`src/rtl/pbra_pkg.sv`:
```
// Package: shared types and fixed widths of the page bitmap run allocator.
`timescale 1ns / 1ps
package pbra_pkg;

    localparam int CFG_W  = 13;   // usable page count register
    localparam int PTW    = 14;   // scan pointer, holds any count up to 8191 plus a word step
    localparam int WORD_W = 32;   // bitmap word

    typedef enum logic [1:0] {
        ST_OK       = 2'd0,
        ST_NO_PAGES = 2'd1,
        ST_BAD_FREE = 2'd2,
        ST_ZERO_REQ = 2'd3
    } t_status;

    // One result word plus the bitmap update that goes with it.
    typedef struct packed {
        t_status        status;
        logic [PTW-1:0] page;
        logic           first;
        logic           contig;
        logic           last;
        logic           wr_en;
        logic           wr_val;
    } t_rec;

endpackage

```
`src/rtl/pbra_back.sv`:
```
// Back end: pops queued records, updates the bitmap, holds the result register.
`timescale 1ns / 1ps
module pbra_back #(
    parameter int PAGES = 4096
) (
    input  logic                                i_clk,
    input  logic                                i_rst_n,
    input  logic                                i_q_valid,
    output logic                                o_q_pop,
    input  pbra_pkg::t_rec                      i_q_rec,
    output logic                                o_we,
    output logic [$clog2((PAGES+31)/32)-1:0]    o_wr_addr,
    output logic [4:0]                          o_wr_bit,
    output logic                                o_wr_val,
    output logic                                o_valid,
    input  logic                                i_ready,
    output pbra_pkg::t_rec                      o_rec
);
    import pbra_pkg::*;

    localparam int WAW = $clog2((PAGES + 31) / 32);

    logic r_valid;
    t_rec r_rec;
    logic take;

    assign take      = i_q_valid && (!r_valid || i_ready);
    assign o_q_pop   = take;
    assign o_we      = take && i_q_rec.wr_en;
    assign o_wr_addr = WAW'(i_q_rec.page >> 5);
    assign o_wr_bit  = i_q_rec.page[4:0];
    assign o_wr_val  = i_q_rec.wr_val;
    assign o_valid   = r_valid;
    assign o_rec     = r_rec;

    always_ff @(posedge i_clk) begin
        if (!i_rst_n) begin
            r_valid <= 1'b0;
        end else if (take) begin
            r_valid <= 1'b1;
            r_rec   <= i_q_rec;
        end else if (i_ready) begin
            r_valid <= 1'b0;
        end
    end

endmodule

```
`config.mk`:
```
export PLATFORM = sky130hd
export DESIGN_NAME = pbra_back
export DESIGN_NICKNAME = d
export VERILOG_FILES = /design/src/rtl/pbra_pkg.sv /design/src/rtl/pbra_back.sv
export SDC_FILE = /design/constraint.sdc
export NUM_CORES = 1
export LEC_CHECK = 0
export ABC_AREA = 1
export BUFFER_PORTS_ARGS = -buffer_cell sky130_fd_sc_hd__buf_2
export CAP_MARGIN = 20
export CELL_PAD_IN_SITES_DETAIL_PLACEMENT = 0
export CELL_PAD_IN_SITES_GLOBAL_PLACEMENT = 1
export CORE_ASPECT_RATIO = 0.7
export CORE_MARGIN = 2
export CORE_UTILIZATION = 30
export DETAILED_ROUTE_END_ITERATION = 6
export GPL_TIMING_DRIVEN = 1
export PLACE_DENSITY = 0.89
export SYNTH_ARGS = -nofsm -noshare
export SYNTH_HDL_FRONTEND = slang
export SYNTH_SLANG_ARGS = --single-unit
```
`constraint.sdc`:
```
create_clock -name i_clk -period 4.9 [get_ports i_clk]
set_input_delay 0.245 -clock i_clk [delete_from_list [all_inputs] [get_ports i_clk]]
set_output_delay 0.245 -clock i_clk [all_outputs]
set_load 0.02 [all_outputs]
```
==> flow_summary.ini, run 1 <==
[cts]
cts_buffers = 3
clock-root-buffer = clkbuf_8
cts-resized-gates = 0
cts_tree = yes
cts_hold_buf = 0
path_clk_slew_ns = 0.07
post_cts_buffers = 0
htree_levels = 1
clkLatencyLatePin_ns = 0.25
cts.sinks = 22
clock_path_buffers = 2

[floorplanning]
rows = 15
core_um2 = 2477
die_y_um = 46.99
dieArea_um2 = 3074
io_pins = 62
initial_core_util = 0.3197
chipWidth_um = 65.41

[placed_design]
portBuffers = 61
dp_slack_ns = 3.222
place_congestion = 0.5742
place_hpwl_um = 1111

[pwr]
power_per_cell_area_nw_per_um2 = 343.9
ir_drop_mv = 0.1938
leakagePower_nw = 0.5071

[final_layout]
final_nets = 123
fillers = 252
syn2layout_area_growth_pct = 37.60
drive_gt1_frac = 0.6907
num_antenna_cells = 0

[synth]
yosysSeqAreaShare = 0.8215
ys_types = 7
synth_top_area_cell = edfxtp_1
ys_warn_count = 0
synth_area_leaders = edfxtp_1 (80%), buf_4 (12%), dfxtp_1 (2.5%)
synth_area_um2 = 792.0
syn-instance-count = 45
synthesis.nets = 70
yosys_register_bits = 22
avgSynthCellArea_um2 = 17.60
synth_top_area_frac = 0.7962

[drt]
wl_um = 1381
ant_nets = 0
vias_per_cell = 3.969
avgRoutedWirePerCell_um = 10.54
drtIter0Drc = 12
remaining_drc_errors = 0
dr.pass1.iters = 4
vias = 520

[global_routing]
gr-total-overflow = 0
grt_start_max_net_pins = 22
grt_usage = 0.09383
antenna_found_initial = 0
grt_pass1_wl_um = 1987
grt_pass1_vias = 463

[sta]
hold_viol_final = 0
fmax_mhz = 630.0
fin_ws_ns = 3.313
slew-limit-headroom = 0.3423
fin_hold_ws_ns = 0.1601
finalSetupTns_ns = 0
rsz0062_at_grt = false
slew_viol_final = 0
period_share = 0.3239
skew_ns = 0.004641
fin_crit_ns = 1.587
finalSetupViolations = 0
tightest_slew_ns = 0.9855

[status]
status = finished clean

[worst_setup_path]
ff2ff_setup_slack_ns = 3.31
r2r_cells = 3
r2r_start = o_valid
crit_end = o_rec[20]
reg2reg_to = o_rec[20]
required_ns = 4.78
crit_path_start = o_valid
path_max_fanout = 21
end_kind = flop
crit_path_start_kind = flop
arrival_ns = 1.46
worst-setup-path-type = reg -> reg

[min_path]
min_path_type = in -> reg

[run]
maxCapViolCount = 0
## worst max-delay path, cell delays in order, from the launching register on
cell and delay (ns):
dfxtp_1 0.32, nand2_2 0.08, nand2_2 0.06, nor2_2 0.75
## cell type report
| cell class | count | area (um^2) | area share |
|---|---|---|---|
| Sequential cell | 22 | 650.6 | 0.5970 |
| Timing Repair Buffer | 61 | 305.3 | 0.2801 |
| Clock buffer | 4 | 45.04 | 0.04133 |
| Tap cell | 34 | 42.54 | 0.03904 |
| Multi-Input combinational cell | 5 | 27.53 | 0.02526 |
| Inverter | 5 | 18.77 | 0.01722 |
## power by group
group	switching, mW	internal (mW)	total, mW
combinational	0.0314	0.0170	0.0484
sequential	0.00172	0.215	0.217
clock	0.0514	0.0578	0.109
## stage by stage
stage / cell area (um^2) / power (mW) / util / instances
4_1_cts: 1090 / 0.3819 / 0.4399 / 131
2_1_floorplan: 792.0 / 0.2538 / - / 45
5_1_grt: 1090 / 0.3923 / 0.4399 / 131
3_3_place_gp: 1045 / 0.2694 / 0.4217 / 127
6_report: 1090 / 0.3748 / 0.4399 / 131
3_5_place_dp: 1045 / 0.2707 / 0.4217 / 127
## synth_stat cells
cell type	n
a21oi_1	1
buf_4	13
dfxtp_1	1
edfxtp_1	21
inv_1	5
nand2_2	2
nor2_1	2
## kinds of logic after synthesis
| family | Yosys count | synth area share |
|---|---|---|
| simple gates | 4 | 0.02528 |
| compound gates | 1 | 0.006313 |
| flops | 22 | 0.8215 |
| buf+inv | 18 | 0.1469 |
## sequential cells by signal, summed over array words and instances, names as in the netlist
register	cells
o_rec	21
o_valid	1
## worst min-delay path by stage
| stage | from | end | slack (ns) | depth (start not counted) |
|---|---|---|---|---|
| 2_1_floorplan | i_q_rec[0] | o_rec[0] | 0.34 | 0 |
| 3_3_place_gp | i_q_rec[19] | o_rec[19] | 0.42 | 1 |
| 3_5_place_dp | i_q_rec[4] | o_rec[4] | 0.42 | 1 |
| 4_1_cts | i_q_rec[4] | o_rec[4] | 0.15 | 1 |
| 5_1_grt | i_q_rec[3] | o_rec[3] | 0.15 | 1 |
| 6_report | i_q_rec[4] | o_rec[4] | 0.16 | 1 |
## per-layer routing
layer	vias up	wire length, um	GRT usage
li1	245	-	-
met1	239	461	0.07492
met2	34	709	0.1857
met3	2	180	0.04796
met4	0	29	0.06250
met5	-	0	0
## cells in the final DEF, fill, tap and decap left out
cell type  synthesis  layout
nand2_2            2       2
nor2_1             2       1
clkbuf_1           0       1
nor2_2             0       1
a21oi_1            1       1
clkbuf_8           0       3
buf_2              0      61
edfxtp_1          21      21
dfxtp_1            1       1
inv_1              5       5
No activity file was read; power rests on OpenSTA's default activity.
==> inputs of run 2 (changes only) <==
--- a/config.mk
+++ b/config.mk
@@ -5,17 +5,17 @@
 export SDC_FILE = /design/constraint.sdc
 export NUM_CORES = 1
 export LEC_CHECK = 0
-export ABC_AREA = 1
+export ABC_AREA = 0
 export BUFFER_PORTS_ARGS = -buffer_cell sky130_fd_sc_hd__buf_2
 export CAP_MARGIN = 20
 export CELL_PAD_IN_SITES_DETAIL_PLACEMENT = 0
 export CELL_PAD_IN_SITES_GLOBAL_PLACEMENT = 1
 export CORE_ASPECT_RATIO = 0.7
 export CORE_MARGIN = 2
-export CORE_UTILIZATION = 30
+export CORE_UTILIZATION = 25
 export DETAILED_ROUTE_END_ITERATION = 6
 export GPL_TIMING_DRIVEN = 1
-export PLACE_DENSITY = 0.89
+export PLACE_DENSITY = 0.8
 export SYNTH_ARGS = -nofsm -noshare
 export SYNTH_HDL_FRONTEND = slang
 export SYNTH_SLANG_ARGS = --single-unit
==> constraint.sdc (replaced) <==
create_clock -name i_clk -period 1.36 [get_ports i_clk]
set_input_delay 0.068 -clock i_clk [delete_from_list [all_inputs] [get_ports i_clk]]
set_output_delay 0.068 -clock i_clk [all_outputs]
set_load 0.02 [all_outputs]
==> run 2 against run 1 <==
Synthesized cell count fell by 8.9%. Power rose to 4.3 times the previous value. First-iteration DRC count rose by 42%. Register-to-register slack got worse by 3.0 ns. Largest cell class unchanged.
==> flow_summary.ini, run 2 <==
[synth]
yosys_register_bits = 22
synth_area_leaders = edfxtp_1 (80%), buf_4 (12%), dfxtp_1 (2.5%)
ys_warn_count = 0
syn-instance-count = 41
ys.flop_type = edfxtp_1
avgSynthCellArea_um2 = 19.32
ys_types = 8
synth_edf_count = 21
synth_area_um2 = 792.0
synthArstFlopShare = 0
yosysSeqAreaShare = 0.8215
synth_top_area_cell = edfxtp_1
synthesis.nets = 66
synth_top_area_frac = 0.7962
yosysMostFrequentCell = edfxtp_1
synth_common_cells = edfxtp_1 (21), buf_4 (13), and3_1 (2)

[worst_setup_path]
required_ns = 1.29
end_kind = primary output
critical_path_buf_inv_count = 3
cp_common_cell = buf_2
path_cells = dlygate4sd3_1 > buf_2 > and3_1 > buf_2
cp_slowest_cell = dlygate4sd3_1
worst-setup-path-type = in -> out
cpLargestDelayFamily = buffers and inverters
crit_path_start_kind = input pin
arrival_ns = 1.03
max_stage_delay_ns = 0.53
path_max_fanout = 2

[cts]
clock_path_buffers = 2
cts_tree = yes
clkLatencyLatePin_ns = 0.26
path_clk_slew_ns = 0.08
post_cts_buffers = 0
cts-resized-gates = 0
clock-root-buffer = clkbuf_8
cts_buffers = 3
htree_levels = 1
cts.sinks = 22
cts_hold_buf = 21

[drt]
vias_per_cell = 3.870
ant_nets = 0
remaining_drc_errors = 0
avgRoutedWirePerCell_um = 11.12
drtIter0Drc = 17
dr.pass1.iters = 4
vias = 596
wl_um = 1713

[placed_design]
place_congestion = 0.5949
placed_cells = 129
placed_cell_area_um2 = 1089
portBuffers = 61
dp_slack_ns = 0.2764

[global_routing]
grt_busiest_layer = met2
grt_start_max_net_pins = 14
use_met1 = 0.08229
grt_pass1_wl_um = 2608
grt_pass1_vias = 629
gr-usage-met2 = 0.1975
antenna_found_initial = 0
met3_usage = 0.06114
gr-total-overflow = 0
grt_usage = 0.09880

[floorplanning]
core_um2 = 3084
chipWidth_um = 71.28
die_y_um = 51.09
io_pins = 62
dieArea_um2 = 3641
initial_core_util = 0.2568
rows = 17

[final_layout]
largest_reg_flops = 21
num_antenna_cells = 0
drive_gt1_frac = 0.5948
multi_input_area_um2 = 41.29
fillers = 273
utilization = 0.4442
syn2layout_area_growth_pct = 72.99
most-common-layout-cells = buf_2 (61), dlygate4sd3_1 (21), edfxtp_1 (21), clkbuf_8 (3), buf_12 (2)
final_nets = 142
fin_area_um2 = 1370
instances_no_fill = 154
regArea_um2 = 650.6
layout_commonest_cell = buf_2

[sta]
finalSetupTns_ns = 0
tightest_slew_ns = 0.1220
fin_ws_ns = 0.2592
fin_crit_ns = 1.101
skew_ns = 0.002286
rsz0062_at_grt = false
fmax_mhz = 908.4
finalSetupViolations = 0
slew_viol_final = 0
hold_viol_final = 0
period_share = 0.8094
slew-limit-headroom = 0.9186
fin_hold_ws_ns = 0.07199

[run]
maxCapViolCount = 0

[pwr]
leakagePower_nw = 0.6151
ir_drop_mv = 0.9959
power_per_cell_area_nw_per_um2 = 1181
power_mw = 1.617

[status]
status = finished clean

[min_path]
min_path_type = in -> reg
## run 2: cell type report
cell class	count	share of cell area
Sequential cell	22	0.4749
Timing Repair Buffer	84	0.4055
Tap cell	38	0.03470
Multi-Input combinational cell	5	0.03014
Clock buffer	3	0.03014
Clock inverter	1	0.02192
Inverter	1	0.002740
## run 2: logic make-up (layout without fill, tap and decap cells)
| kind of cell | Yosys count | in the layout | synth area share |
|---|---|---|---|
| AOI/OAI and AO/OA | 1 | 1 | 0.009482 |
| and+or+nand+nor | 4 | 4 | 0.04107 |
| DFF | 22 | 22 | 0.8215 |
| buffers and inverters | 14 | 89 | 0.1280 |
## run 2: metal layers
metal  wire length, um  share of wire
met1               536           0.31
met2               971           0.57
met3               206           0.12
met4                 0              0
met5                 0              0
## run 2: where the power goes
part	switching, mW	internal (mW)	total [mW]
sequential	0.00665	0.775	0.782
combinational	0.122	0.115	0.238
clock	0.205	0.393	0.598
## run 2: final timing paths
check             slack, ns        from   endpoint  cells past startpoint
hold / removal         0.07     i_rst_n    o_valid                      2
setup / recovery       0.26  i_q_rec[1]       o_we                      4
setup reg to reg       0.28     o_valid  o_rec[14]                      3
hold reg to reg        0.51     o_valid    o_valid                      2
