<file path="config.mk">
export PLATFORM = sky130hd
export DESIGN_NAME = pbra_fifo
export DESIGN_NICKNAME = d
export VERILOG_FILES = /design/src/rtl/pbra_pkg.sv /design/src/rtl/pbra_fifo.sv
export SDC_FILE = /design/constraint.sdc
export NUM_CORES = 1
export LEC_CHECK = 0
export BUFFER_PORTS_ARGS = -buffer_cell sky130_fd_sc_hd__buf_2
export CORE_MARGIN = 1
export CORE_UTILIZATION = 35
export CTS_BUF_LIST = sky130_fd_sc_hd__clkbuf_4 sky130_fd_sc_hd__clkbuf_8 sky130_fd_sc_hd__clkbuf_16
export DETAILED_ROUTE_END_ITERATION = 7
export MAX_ROUTING_LAYER = met4
export PLACE_DENSITY = 0.66
export SLEW_MARGIN = 30
export SYNTH_ARGS = -nofsm -noshare
export SYNTH_HDL_FRONTEND = slang
export SYNTH_SLANG_ARGS = --single-unit
</file>
<file path="constraint.sdc">
create_clock -name i_clk -period 1.9 [get_ports i_clk]
set_input_delay 0 -clock i_clk [delete_from_list [all_inputs] [get_ports i_clk]]
set_output_delay 0 -clock i_clk [all_outputs]
set_load 0.03 [all_outputs]
</file>
<file path="src/rtl/pbra_pkg.sv">
// Package: shared types and fixed widths of the page bitmap run allocator.
`timescale 1ns / 1ps
package pbra_pkg;

    localparam int CFG_W  = 13;   // usable page count register
    localparam int PTW    = 14;   // scan pointer, holds any count up to 8191 plus a word step
    localparam int WORD_W = 32;   // bitmap word

    typedef enum logic [1:0] {
        ST_OK       = 2'd0,
        ST_NO_PAGES = 2'd1,
        ST_BAD_FREE = 2'd2,
        ST_ZERO_REQ = 2'd3
    } t_status;

    // One result word plus the bitmap update that goes with it.
    typedef struct packed {
        t_status        status;
        logic [PTW-1:0] page;
        logic           first;
        logic           contig;
        logic           last;
        logic           wr_en;
        logic           wr_val;
    } t_rec;

endpackage

</file>
<file path="src/rtl/pbra_fifo.sv">
// Short record queue between the scan front end and the result back end.
`timescale 1ns / 1ps
module pbra_fifo (
    input  logic           i_clk,
    input  logic           i_rst_n,
    input  logic           i_push,
    output logic           o_push_ready,
    input  pbra_pkg::t_rec i_push_rec,
    output logic           o_pop_valid,
    input  logic           i_pop,
    output pbra_pkg::t_rec o_pop_rec,
    output logic           o_empty
);
    import pbra_pkg::*;

    localparam int DEPTH = 4;
    localparam int AW    = $clog2(DEPTH);

    t_rec          r_mem [DEPTH];
    logic [AW-1:0] r_wp;
    logic [AW-1:0] r_rp;
    logic [AW:0]   r_cnt;
    logic          do_push;
    logic          do_pop;

    assign o_push_ready = (r_cnt != (AW+1)'(DEPTH));
    assign o_pop_valid  = (r_cnt != '0);
    assign o_empty      = (r_cnt == '0);
    assign do_push      = i_push && o_push_ready;
    assign do_pop       = i_pop && o_pop_valid;
    assign o_pop_rec    = r_mem[r_rp];

    always_ff @(posedge i_clk) begin
        if (!i_rst_n) begin
            r_wp  <= '0;
            r_rp  <= '0;
            r_cnt <= '0;
        end else begin
            if (do_push) begin
                r_mem[r_wp] <= i_push_rec;
                r_wp        <= r_wp + 1'b1;
            end
            if (do_pop) begin
                r_rp <= r_rp + 1'b1;
            end
            case ({do_push, do_pop})
                2'b10:   r_cnt <= r_cnt + 1'b1;
                2'b01:   r_cnt <= r_cnt - 1'b1;
                default: r_cnt <= r_cnt;
            endcase
        end
    end

endmodule

</file>
==> results of run 1 <==
-- critical path: cells and delay by family, from the launching register on --
family / cells / cell delay (ps)
flip-flops: 1 / 360
adder cells (fa/ha/maj): 2 / 340
AND/OR/NAND/NOR: 3 / 890
buffers and inverters: 1 / 50
XOR/XNOR: 1 / 80
AO/OA/AOI/OAI: 1 / 120
-- cell type report --
type / count / area [um2] / area share [%]
clock buffer: 9 / 124 / 2.74
clock inverter: 7 / 66.3 / 1.47
inverter: 7 / 26.3 / 0.581
multi-input combinational: 59 / 787 / 17.4
sequential: 93 / 2710 / 60.0
tap: 133 / 166 / 3.68
timing repair buffer: 88 / 641 / 14.2
-- cells in the mapped netlist, types with 2 or more instances --
| cell type | n |
|---|---|
| sky130_fd_sc_hd__inv_1 | 6 |
| sky130_fd_sc_hd__buf_4 | 2 |
| sky130_fd_sc_hd__ha_1 | 5 |
| sky130_fd_sc_hd__edfxtp_1 | 84 |
| sky130_fd_sc_hd__and3_1 | 4 |
| sky130_fd_sc_hd__mux2i_1 | 2 |
| sky130_fd_sc_hd__nand2_1 | 8 |
| sky130_fd_sc_hd__mux4_2 | 21 |
| sky130_fd_sc_hd__clkbuf_1 | 3 |
| sky130_fd_sc_hd__o21ai_1 | 2 |
| sky130_fd_sc_hd__dfxtp_1 | 9 |
| sky130_fd_sc_hd__o21ai_0 | 3 |
| sky130_fd_sc_hd__and2_1 | 2 |
-- path summary, 6_finish.rpt --
check            from       end  cells past startpoint
max          r_cnt[0]  r_cnt[2]                      8
min            i_push   r_wp[0]                      4
max reg2reg  r_cnt[0]  r_cnt[2]                      8
min reg2reg   r_rp[1]   r_rp[1]                      2
-- power breakdown --
part | internal [mW] | leakage (nW) | total [mW] | switching (mW)
logic | 0.742 | 0.634 | 1.67 | 0.928
clock network | 0.598 | 0.0903 | 1.23 | 0.634
registers | 2.39 | 0.838 | 2.45 | 0.0587
total | 3.73 | 1.56 | 5.35 | 1.62
-- stage by stage --
stage	setup WS (ps)	TNS [ps]	cell area, um2	total power [mW]
2_1_floorplan	0.700	0	3530	3.61
3_3_place_gp	39.5	0	4030	4.01
3_5_place_dp	-24.5	-24.5	4030	4.04
4_1_cts	-2.34	-2.34	4480	5.34
5_1_grt	-64.1	-85.5	4520	5.63
6_report	-1.60	-1.60	4520	5.35
-- flip-flops by register name, indices dropped and copies added (netlist names), named ones only --
signal  count
r_wp        2
r_cnt       3
r_rp        2
r_mem      84
-- logic make-up (layout without fill, tap and decap cells) --
group	count (synthesis)	in the layout	synth area share, %
flip-flops	93	93	76.9
multiplexers	23	23	14.0
AND/OR/NAND/NOR	20	20	3.24
buffers and inverters	12	111	1.50
AO/OA/AOI/OAI	8	8	1.46
adder cells (fa/ha/maj)	6	6	2.35
XOR/XNOR	2	2	0.499
-- timing repair --
action / 4_1_cts / 5_1_grt
buffers inserted: 1 / 4
resized for setup: 1 / 5
endpoints found under the hold margin: 91 / 0
pin swaps: 1 / 1
endpoints found under the setup margin: 1 / 2
hold buffers: 25 / 0
-- layer usage --
metal	up-vias	global-route usage [%]	share of wire, %
met3	8	3.90	4.3
met5	-	-	0
met4	0	5.60	0.87
met1	918	15.3	44
li1	846	-	-
met2	41	20.5	51
==> qor.txt, run 1 <==
======================================================================================
Number of nets with antenna violations after routing                                 0
Non-filler cells, final                                                            396
Mean number of vias per cell                                                      4.58
Post-synth EDFFs                                                                    84
First DRT Iteration DRCs                                                            57
Final Hold Viols                                                                     0
Result of the run                                                         finished, violations left
Library cell occupying the most area in the post-synthesis netlist        sky130_fd_sc_hd__edfxtp_1
Clock Sink Count                                                                    93
R2R Setup Slk                                                                    -2 ps
Static leakage                                                                 1.56 nW
Final setup viols                                                                    1
Cell type of the slowest stage on the worst timing path                   sky130_fd_sc_hd__or3_4
Number of unique standard cell types used by synthesis                              26
Commonest register cell after synthesis                                   sky130_fd_sc_hd__edfxtp_1
Failing checks                                                            setup timing
Post-Synthesis Mean Instance Area                                             21.4 um2
Count of input and output buffers                                                   48
Commonest non-fill, non-tap cell in the layout                            sky130_fd_sc_hd__edfxtp_1
Critical path capture point type                                              register
Fin crit period                                                                1900 ps
Average wire per standard cell                                                 14.8 um
Post-detailed-route DRC marker count                                                 0
Drt total wl                                                                   5860 um
I/O Pins                                                                            49
Longest individual stage delay on the worst path                                390 ps
Post-synthesis to final-layout area growth                                       28.7%
Post-layout util                                                                 46.5%
Setup repair after global routing missed its margin                               true
Remaining Overflow, GRT                                                              0
Crit path setup slack, layout                                                 -1.60 ps
Maximum number of pins on one net before global-route repair                        22
Standard-cell row count                                                             36
Core outline area                                                          0.00973 mm2
Maximum fanout along the worst path                                                  3
First-pass GRT wire length                                                     9390 um
Arrival time at the worst endpoint                                             2190 ps
Number of placed cells counting well taps                                          350
Critical Path Most Common Cell                                            sky130_fd_sc_hd__or3_4
Chip Height                                                                     102 um
Post-synthesis net count                                                           195
Min Hold Slack                                                                  163 ps
Clock buffer count from CTS                                                          9
Drt pass-1 iters                                                                     6
Slew at the pin closest to its max-slew limit                                   325 ps
Largest cells by area after synthesis                                     sky130_fd_sc_hd__edfxtp_1 (72%), sky130_fd_sc_hd__mux4_2 (13%), sky130_fd_sc_hd__dfxtp_1 (5.1%)
Type of origin of the critical path                                           register
Final #Nets                                                                        289
Via count of the first global-routing pass                                        1863
Data required time at the worst endpoint                                       2180 ps
Class of the worst hold path                                              input port to register
Fraction of layout instances using a drive strength above 1                      43.0%
Total via count in the routed design                                              1813
Clock network latency to the later pin of the worst-skew pair                   350 ps
Final antenna diode count                                                            0
Maximum buffer depth of the clock tree                                               2
Number of max-cap violations                                                         0
Syn. warnings                                                                        0
Power density over cell area                                               1180 mW/mm2
Hpwl dp                                                                        3480 um
Max Freq                                                                       526 MHz
CTS root buf                                                              sky130_fd_sc_hd__clkbuf_8
Number of pins exceeding their max-slew limit in the final report                    0
Horizontal die dimension                                                        102 um
Effective utilization at floorplan                                               36.1%
List of cells traversed by the critical path                              or3_4, and2_4, ha_4, inv_2, fa_2, xor2_1, or3_4, a21boi_2
Clock slew at the register clock pins of the worst setup and hold paths          80 ps
Layout fillers                                                                     870
Mapped Area                                                                0.00351 mm2
Routability congestion estimate from global placement                            0.633
Synth Instances                                                                    164
Most frequent cells in the layout                                         sky130_fd_sc_hd__edfxtp_1 (84), sky130_fd_sc_hd__buf_2 (48), sky130_fd_sc_hd__dlygate4sd3_1 (25)
Area fraction of the dominant cell type after synthesis                          71.8%
Flop and latch count out of synthesis                                               93
Worst-case vdd ir drop                                                        0.683 mV
Register area share after synthesis                                              76.9%
Worst clock skew                                                               5.73 ps
CTS tree                                                                          done
Maximum level of the CTS H-tree                                                      3
Die Area                                                                    0.0104 mm2
Slew HR                                                                          78.3%
Antenna violations before repair                                                     0
Overall global routing resource usage                                            13.0%
Share of the clock period used by the worst path                                  100%
Type of the worst setup path                                              register to register
Fraction of synthesis flops using an asynchronous set or reset pin                  0%
======================================================================================
(Power assumes the default switching activity.)
==> run 2: changes to the inputs <==
PLACE_DENSITY = 0.64   (was 0.66)
clock period = 2.17 ns   (was 1.9 ns; I/O delays follow)
==> run 2 against run 1 <==
  * The run now ends clean
  * Fmax shrank 7.8%
  * Total power shrank 10%
  * First-iteration DRC count shrank 37%
  * Via count shrank 2.8%
  * Routed wire length shrank 2.0%
  * Worst hold slack lost 150 ps
  * Clock skew grew 5.3 ps
==> qor.txt, run 2 (same netlist as run 1, synthesis figures left out) <==
======================================================================================
Result of the run                                                         finished clean
Class of the worst hold path                                              input port to register
Final #Nets                                                                        279   -3.5%
Clock slew at the register clock pins of the worst setup and hold paths          80 ps   about the same
CTS tree                                                                          done
Largest registers                                                         r_mem (84), r_cnt (3)
Non-filler cells, final                                                            385   -2.8%
Hpwl dp                                                                        3370 um   -3.0%
Maximum level of the CTS H-tree                                                      3   unchanged
Clock network latency to the later pin of the worst-skew pair                   350 ps   about the same
R2R Setup Slk                                                                   110 ps   +110 ps
Commonest non-fill, non-tap cell in the layout                            sky130_fd_sc_hd__edfxtp_1
I/O Pins                                                                            49   unchanged
Core outline area                                                          0.00973 mm2   unchanged
Final antenna diode count                                                            0   unchanged
Max Freq                                                                       485 MHz   -7.8%
Standard-cell row count                                                             36   unchanged
Average wire per standard cell                                                 14.9 um   +0.84%
Routability congestion estimate from global placement                            0.718   +13%
Max FFs per register                                                                84   unchanged
Number of placed cells counting well taps                                          347   -0.86%
Register with the highest flop count                                             r_mem
Fin crit period                                                                2060 ps   +161 ps
Effective utilization at floorplan                                               36.1%   unchanged
Critical path capture point type                                              register
Clock Sink Count                                                                    93   unchanged
Clock buffer count from CTS                                                          9   unchanged
Maximum number of pins on one net before global-route repair                        22   unchanged
Remaining Overflow, GRT                                                              0   unchanged
First-pass GRT wire length                                                     8940 um   -4.8%
Mean number of vias per cell                                                      4.58   about the same
Setup Total Neg Slack                                                             0 ps   +1.60 ps
Worst clock skew                                                               11.1 ps   +5.34 ps
Combined flip-flop and latch cell area                                     0.00271 mm2   about the same
CTS root buf                                                              sky130_fd_sc_hd__clkbuf_8
Number of max-cap violations                                                         0   unchanged
Longest individual stage delay on the worst path                                410 ps   +20 ps
Area occupied by multi-input gates                                             766 um2   -2.7%
Data required time at the worst endpoint                                       2440 ps   +260 ps
Most frequent cells in the layout                                         sky130_fd_sc_hd__edfxtp_1 (84), sky130_fd_sc_hd__buf_2 (48), sky130_fd_sc_hd__dlygate4sd3_1 (22)
Slew HR                                                                          73.2%   -5.2 points
Crit path setup slack, layout                                                   108 ps   +109 ps
Number of nets with antenna violations after routing                                 0   unchanged
Maximum fanout along the worst path                                                  5   +2
Type of the worst setup path                                              register to register
Slew at the pin closest to its max-slew limit                                   402 ps   +77.6 ps
Cell type of the slowest stage on the worst timing path                   sky130_fd_sc_hd__or3_4
First DRT Iteration DRCs                                                            36   -37%
Arrival time at the worst endpoint                                             2330 ps   +140 ps
Maximum buffer depth of the clock tree                                               2   unchanged
Overall global routing resource usage                                            12.5%   -0.46 points
Setup slack at placement                                                       55.0 ps   +79.6 ps
Share of the clock period used by the worst path                                 95.0%   -5.0 points
List of cells traversed by the critical path                              or3_4, and2_4, ha_2, inv_1, fa_2, xor2_1, or3_2, a21boi_1
Post-synthesis to final-layout area growth                                       26.4%
Total via count in the routed design                                              1762   -2.8%
Fraction of layout instances using a drive strength above 1                      41.3%   -1.7 points
Setup repair after global routing missed its margin                              false
Min Hold Slack                                                                 16.0 ps   -147 ps
Antenna violations before repair                                                     0   unchanged
Power density over cell area                                               1080 mW/mm2   -8.4%
Via count of the first global-routing pass                                        1827   -1.9%
Type of origin of the critical path                                           register
Count of input and output buffers                                                   48   unchanged
Worst-case vdd ir drop                                                        0.531 mV   -22%
Horizontal die dimension                                                        102 um   unchanged
Final Hold Viols                                                                     0   unchanged
Sum of buffers and inverters on the critical path                                    1   unchanged
Die Area                                                                    0.0104 mm2   unchanged
Chip Height                                                                     102 um   unchanged
Post-detailed-route DRC marker count                                                 0   unchanged
Layout fillers                                                                     874   +0.46%
Number of pins exceeding their max-slew limit in the final report                    0   unchanged
Static leakage                                                                 1.53 nW   -1.9%
Top cell family by delay on the critical path                             simple AND/OR/NAND/NOR gates
Drt total wl                                                                   5740 um   -2.0%
Drt pass-1 iters                                                                     4   -2
Final setup viols                                                                    0   -1
======================================================================================
[run 2: final timing paths]
path,startpoint,to,cells past startpoint
worst max-delay path,r_cnt[2],r_cnt[2],8
worst min-delay path,i_rst_n,r_cnt[2],2
worst max register to register,r_cnt[2],r_cnt[2],8
worst min register to register,r_rp[0],register,2
[run 2: per-stage QoR]
step                      area, um2  utilization [%]  power (mW)
after floorplan                3510                -        3.13
after global placement         3960             40.7        3.46
after detailed placement       3960             40.7        3.48
after CTS                      4420             45.4        4.84
after global routing           4440             45.6        5.05
final                          4440             45.6        4.81
[run 2: cell type report]
cell class                 instances  share of cell area, %
tap                              133                   3.75
clock inverter                     4                   2.20
clock buffer                      11                   3.13
timing repair buffer              78                   12.0
sequential                        93                   61.1
inverter                           7                  0.592
multi-input combinational         59                   17.2
[run 2: routing by layer]
metal / part of all wire [%] / vias up / global-route usage, %
li1: - / 823 / -
met1: 45 / 900 / 14.4
met2: 50 / 33 / 20.2
met3: 3.7 / 6 / 3.76
met4: 1.3 / 0 / 5.60
met5: 0 / - / -
[run 2: power by group]
part           internal (mW)  total [mW]  switching, mW  leakage (nW)
Sequential              2.09        2.19          0.101         0.839
Combinational          0.562        1.29          0.730         0.578
Clock                  0.785        1.33          0.544         0.116
Total                   3.44        4.81           1.38          1.53
[run 2: what timing repair did]
action	in CTS	in global routing
hold buffers	22	0
endpoints found under the hold margin	86	0
setup endpoints to repair	0	1
setup buffers	0	1
gates resized for setup	0	9
